File: src/chi2_pkg.sv
// Shared constants and state types for the chi-squared distance engine.
`default_nettype none
package chi2_pkg;

  localparam int LM_IDX_W   = 6;
  localparam int EL_IDX_W   = 8;
  localparam int VALUE_W    = 16;
  localparam int CFG_W      = 9;
  localparam int CFG_IDX_W  = 2;
  localparam int ACC_W      = 40;
  localparam int FRAC_BITS  = 16;

  localparam logic [ACC_W-1:0] ACC_MAX = {ACC_W{1'b1}};

  localparam logic [CFG_IDX_W-1:0] CFG_DIM_IN_USE       = 2'd0;
  localparam logic [CFG_IDX_W-1:0] CFG_LANDMARKS_IN_USE = 2'd1;

  localparam logic ACTION_LOAD  = 1'b0;
  localparam logic ACTION_QUERY = 1'b1;

  typedef enum logic [1:0] {
    TP_IDLE,
    TP_SQUARE,
    TP_DIVIDE
  } term_phase_t;

  typedef enum logic [2:0] {
    S_IDLE,
    S_READ,
    S_START,
    S_WAIT,
    S_EMIT
  } run_state_t;

endpackage
`default_nettype wire

File: src/chi2_term.sv
// Term unit: (a-b)^2/(a+b) with 16 fractional bits, one quotient bit a cycle.
`default_nettype none
module chi2_term import chi2_pkg::*; #(
  parameter int ELEMENT_BITS = 16
) (
  input  wire logic                              clk,
  input  wire logic                              rst,
  input  wire logic                              start,
  input  wire logic [ELEMENT_BITS-1:0]           a,
  input  wire logic [ELEMENT_BITS-1:0]           b,
  output      logic                              done,
  output      logic [ELEMENT_BITS+FRAC_BITS-1:0] term
);

  localparam int EB    = ELEMENT_BITS;
  localparam int TW    = EB + FRAC_BITS;
  localparam int DW    = 2*EB + FRAC_BITS;
  localparam int CNT_W = $clog2(DW);

  term_phase_t phase, phase_next;

  logic [EB-1:0]    d_r;
  logic [EB:0]      s_r;
  logic [DW-1:0]    dividend;
  logic [EB:0]      rem;
  logic [TW-1:0]    quot;
  logic [CNT_W-1:0] cnt;

  logic             ld_ops, ld_sq, step, finish;
  logic [2*EB-1:0]  sq;
  logic [EB+1:0]    rem_sh, rem_sub;
  logic             ge;

  assign sq      = (2*EB)'(d_r) * (2*EB)'(d_r);
  assign rem_sh  = {rem, dividend[DW-1]};
  assign rem_sub = rem_sh - {1'b0, s_r};
  assign ge      = rem_sh >= {1'b0, s_r};

  always_comb begin
    phase_next = phase;
    case (phase)
      TP_IDLE:   if (start) phase_next = TP_SQUARE;
      TP_SQUARE: phase_next = (s_r == '0) ? TP_IDLE : TP_DIVIDE;
      TP_DIVIDE: if (cnt == CNT_W'(DW-1)) phase_next = TP_IDLE;
      default:   phase_next = TP_IDLE;
    endcase
  end

  always_comb begin
    ld_ops = 1'b0;
    ld_sq  = 1'b0;
    step   = 1'b0;
    finish = 1'b0;
    case (phase)
      TP_IDLE:   ld_ops = start;
      TP_SQUARE: begin
        ld_sq  = 1'b1;
        finish = (s_r == '0);
      end
      TP_DIVIDE: begin
        step   = 1'b1;
        finish = (cnt == CNT_W'(DW-1));
      end
      default:   ld_ops = 1'b0;
    endcase
  end

  always_ff @(posedge clk) begin
    if (rst) begin
      phase <= TP_IDLE;
      done  <= 1'b0;
    end else begin
      phase <= phase_next;
      done  <= finish;
    end
  end

  always_ff @(posedge clk) begin
    if (ld_ops) begin
      d_r <= (a > b) ? (a - b) : (b - a);
      s_r <= (EB+1)'(a) + (EB+1)'(b);
    end
    if (ld_sq) begin
      dividend <= {sq, {FRAC_BITS{1'b0}}};
      rem      <= '0;
      quot     <= '0;
      cnt      <= '0;
    end
    if (step) begin
      dividend <= {dividend[DW-2:0], 1'b0};
      rem      <= ge ? rem_sub[EB:0] : rem_sh[EB:0];
      quot     <= {quot[TW-2:0], ge};
      cnt      <= cnt + 1'b1;
    end
  end

  assign term = quot;

endmodule
`default_nettype wire

File: config.mk
export PLATFORM = sky130hd
export DESIGN_NAME = chi2_term
export DESIGN_NICKNAME = d
export VERILOG_FILES = /design/src/chi2_pkg.sv /design/src/chi2_term.sv
export SDC_FILE = /design/constraint.sdc
export NUM_CORES = 1
export LEC_CHECK = 0
export ABC_CLOCK_PERIOD_IN_PS = 10900
export CAP_MARGIN = 20
export CORE_MARGIN = 10
export CORE_UTILIZATION = 54
export DETAILED_ROUTE_END_ITERATION = 8
export DONT_BUFFER_PORTS = 1
export GPL_ROUTABILITY_DRIVEN = 0
export HOLD_SLACK_MARGIN = 0.03
export PLACE_DENSITY_LB_ADDON = 0.3
export SLEW_MARGIN = 25
export SYNTH_ARGS = -nofsm -noshare
export SYNTH_HDL_FRONTEND = slang
export SYNTH_SLANG_ARGS = --single-unit
File: constraint.sdc
create_clock -name clk -period 10.9 [get_ports clk]
set_input_delay 0.545 -clock clk [delete_from_list [all_inputs] [get_ports clk]]
set_output_delay 0.545 -clock clk [all_outputs]
set_load 0.02 [all_outputs]
==> reports/metrics.yaml <==
worst_setup_path:
  r2r_slack_ns: 4.05
  end_kind: "flop"
  cp_max_fo: 13
  cp.buffers_inverters: 4
  critPathArrivalTime_ns: 6.98
  crit_start: "d_r[3]$_DFFE_PP_"
  slowest_delay_ns: 0.65
  criticalPathCategory: "reg -> reg"
  required_ns: 11.03
  reg2reg_depth: 22
  path_depth: 22
  r2r-start: "d_r[3]$_DFFE_PP_"
  worstReg2RegEnd: "dividend[46]$_DFFE_PP_"
  start_kind: "flop"
  cp_common_cell: "fa_1"
  slowest_stage: "edfxtp_1"
  crit_chain: "inv_1, nor2_1, ha_1, xor2_1, fa_1, inv_1, fa_1, fa_1, fa_1, inv_1, fa_1, inv_1, ha_1, a211oi_1, o21ai_0, nand3_1, o31ai_1, a211oi_1, o221ai_1, a41oi_1, xor2_1, o21ai_0"
  crit_end: "dividend[46]$_DFFE_PP_"
  cp_top_family: "adder cells"
routing:
  routedWlPerCell_um: 16.6
  viasPerCell: 5.39
  drtIter0Drc: 796
  route.detailed.drc: 0
  dr.pass1.iters: 5
  ant_nets: 0
  via_count: 10500
  wl_mm: 32.3
logic_synthesis:
  synth.avg_cell_area_um2: 9.51
  synth_area_leader_cell: "edfxtp_1"
  yosysTopAreaCellShare_pct: 23.7
  async_flop_share_pct: 0
  yosysUniqueCellTypes: 71
  netlist_area_um2: 15100
  synth_fp_nets: 1958
  syn_inst: 1586
  synth_area_leaders: "edfxtp_1 24%, fa_1 22%, ha_1 14%"
  ys_ff_latch: 122
  synth_edf_count: 119
  synth_warnings: 0
  synth_flop_cell: "edfxtp_1"
  yosysSeqAreaShare_pct: 24.1
cells_and_area:
  fin_area_um2: 16000
  ff_latch_area_um2: 3630
  multiInputGateArea_um2: 9980
  nFillCells: 2389
  layout_commonest_cell: "inv_1"
  syn_to_final_growth_pct: 5.91
  final_cell_mix: "336 x inv_1, 169 x ha_1, 166 x fa_1, 121 x nand2_1, 119 x edfxtp_1"
  antennaDiodeCount: 0
  drive_above_1_share_pct: 4.65
  nets: 1930
global_routing:
  grt_pass1_vias: 10900
  grt_remaining_overflow: 0
  globalRouteTotalUtil_pct: 18.6
  grt_max_degree: 100
  antenna_found_initial: 0
  grt_pass1_wl_mm: 53.8
cts:
  cts_tree: "built"
  clkTransAtPathRegs_ns: 0.07
  cts_root_buffer: "clkbuf_16"
  numCtsBuffers: 17
  htreeDepth: 4
  ctsLongestPathBuffers: 2
  post_cts_resized: 0
  clk_latency_ns: 0.43
  cts.sinks: 122
  post_cts_buffers: 0
  cts_hold_buf: 0
sta:
  timing.slew.headroom_pct: 36.6
  rsz0062_at_grt: "no"
  tns_ns: 0
  max_freq_mhz: 146
  report.final.hold_viol_count: 0
  setup_viol: 0
  fin_ws_ns: 4.05
  period_needed_ns: 6.85
  worst_pin_slew_ns: 0.927
  min_period_over_period_pct: 62.9
  skew_ns: 0.0141
  maxSlewViolCount: 0
floorplan:
  die_area_um2: 35000
  initial_utilization_pct: 54.5
  rows: 61
  core_um2: 27700
  io_pins: 68
  die_h_um: 187
  die_w_um: 187
placed_design:
  post-place-ws_ns: 4.08
  placed_area_um2: 15400
  hpwlAfterDp_mm: 26.0
  io_buffers: 0
worst_hold_path:
  hold_path.class: "in -> reg"
run:
  maxCapViolations: 0
run_status:
  status: "completed"
layout make-up:
class / instances / share of cell area [%]
Tap cell: 378 / 2.96
Multi-Input combinational cell: 1077 / 62.5
Clock inverter: 15 / 0.955
Timing Repair Buffer: 3 / 0.266
Inverter: 337 / 7.92
Clock buffer: 17 / 2.66
Sequential cell: 122 / 22.7
stage by stage:
step                      instances  hold WS, ns  util, %
after floorplan                1586        0.498        -
after global placement         1916        0.505     55.4
after detailed placement       1917        0.515     55.6
after CTS                      1949        0.179     57.7
after global routing           1949        0.174     57.7
final                          1949        0.185     57.7
worst min-delay path by stage:
stage               cells past startpoint                     end                        from
global route                            1   phase[0]$_SDFFE_PP0P_                         rst
global placement                        1  dividend[17]$_DFFE_PP_  dividend[16]$_SDFFCE_PP0P_
CTS                                     1   phase[1]$_SDFFE_PP0P_                         rst
floorplan                               2  dividend[24]$_DFFE_PP_      dividend[23]$_DFFE_PP_
detailed placement                      1  dividend[17]$_DFFE_PP_  dividend[16]$_SDFFCE_PP0P_
finish                                  1   phase[1]$_SDFFE_PP0P_                         rst
synthesized netlist by cell type (7+ instances only):
master / count
and2_1: 71
o21ai_0: 62
clkbuf_1: 34
nand4_1: 12
nor2_1: 90
nor3_1: 16
nor2b_1: 15
a211oi_1: 12
nand2b_1: 12
buf_4: 7
a31oi_1: 9
a21o_1: 27
nand2_1: 121
nor4_1: 7
xor2_1: 25
inv_1: 336
ha_1: 171
xnor2_1: 55
a21oi_1: 57
o31ai_1: 12
mux2i_1: 19
fa_1: 166
nand3_1: 22
edfxtp_1: 119
layer usage:
layer	GRT usage (%)	up-vias	routed length, um
met5	0	-	0
met4	5.33	0	632
met3	4.74	46	2390
met2	30.1	286	15000
met1	24.2	5110	14200
li1	-	5065	-
registers in the layout, summed over array words and instances, names as in the netlist:
register / cells
dividend: 32
term: 32
rem: 17
d_r: 16
s_r: 16
cnt: 6
phase: 2
done: 1
kinds of logic (layout without fill, tap and decap cells):
group           Yosys count  in the layout  synth area share (%)
buf+inv                 387            372                  9.95
flops                   122            122                  24.1
fa+ha+maj               337            337                  36.2
mux                      23             23                  1.56
compound gates          239            239                  10.6
simple gates            398            398                  12.9
xor+xnor                 80             80                  4.64
worst register-to-register path, cell delays in order (launching register included):
cell      delay [ns]
edfxtp_1        0.65
inv_1           0.24
nor2_1          0.28
ha_1            0.31
xor2_1          0.19
fa_1            0.49
inv_1           0.05
fa_1            0.53
fa_1            0.44
fa_1            0.55
inv_1           0.06
fa_1            0.54
inv_1           0.05
ha_1            0.43
a211oi_1        0.25
o21ai_0         0.15
nand3_1         0.12
o31ai_1         0.13
a211oi_1        0.34
o221ai_1        0.24
a41oi_1         0.30
xor2_1          0.17
o21ai_0         0.09
Power is left out: the tool's default activity adds up to more than one toggle a clock period on the data nets, which glitch-free logic cannot reach.
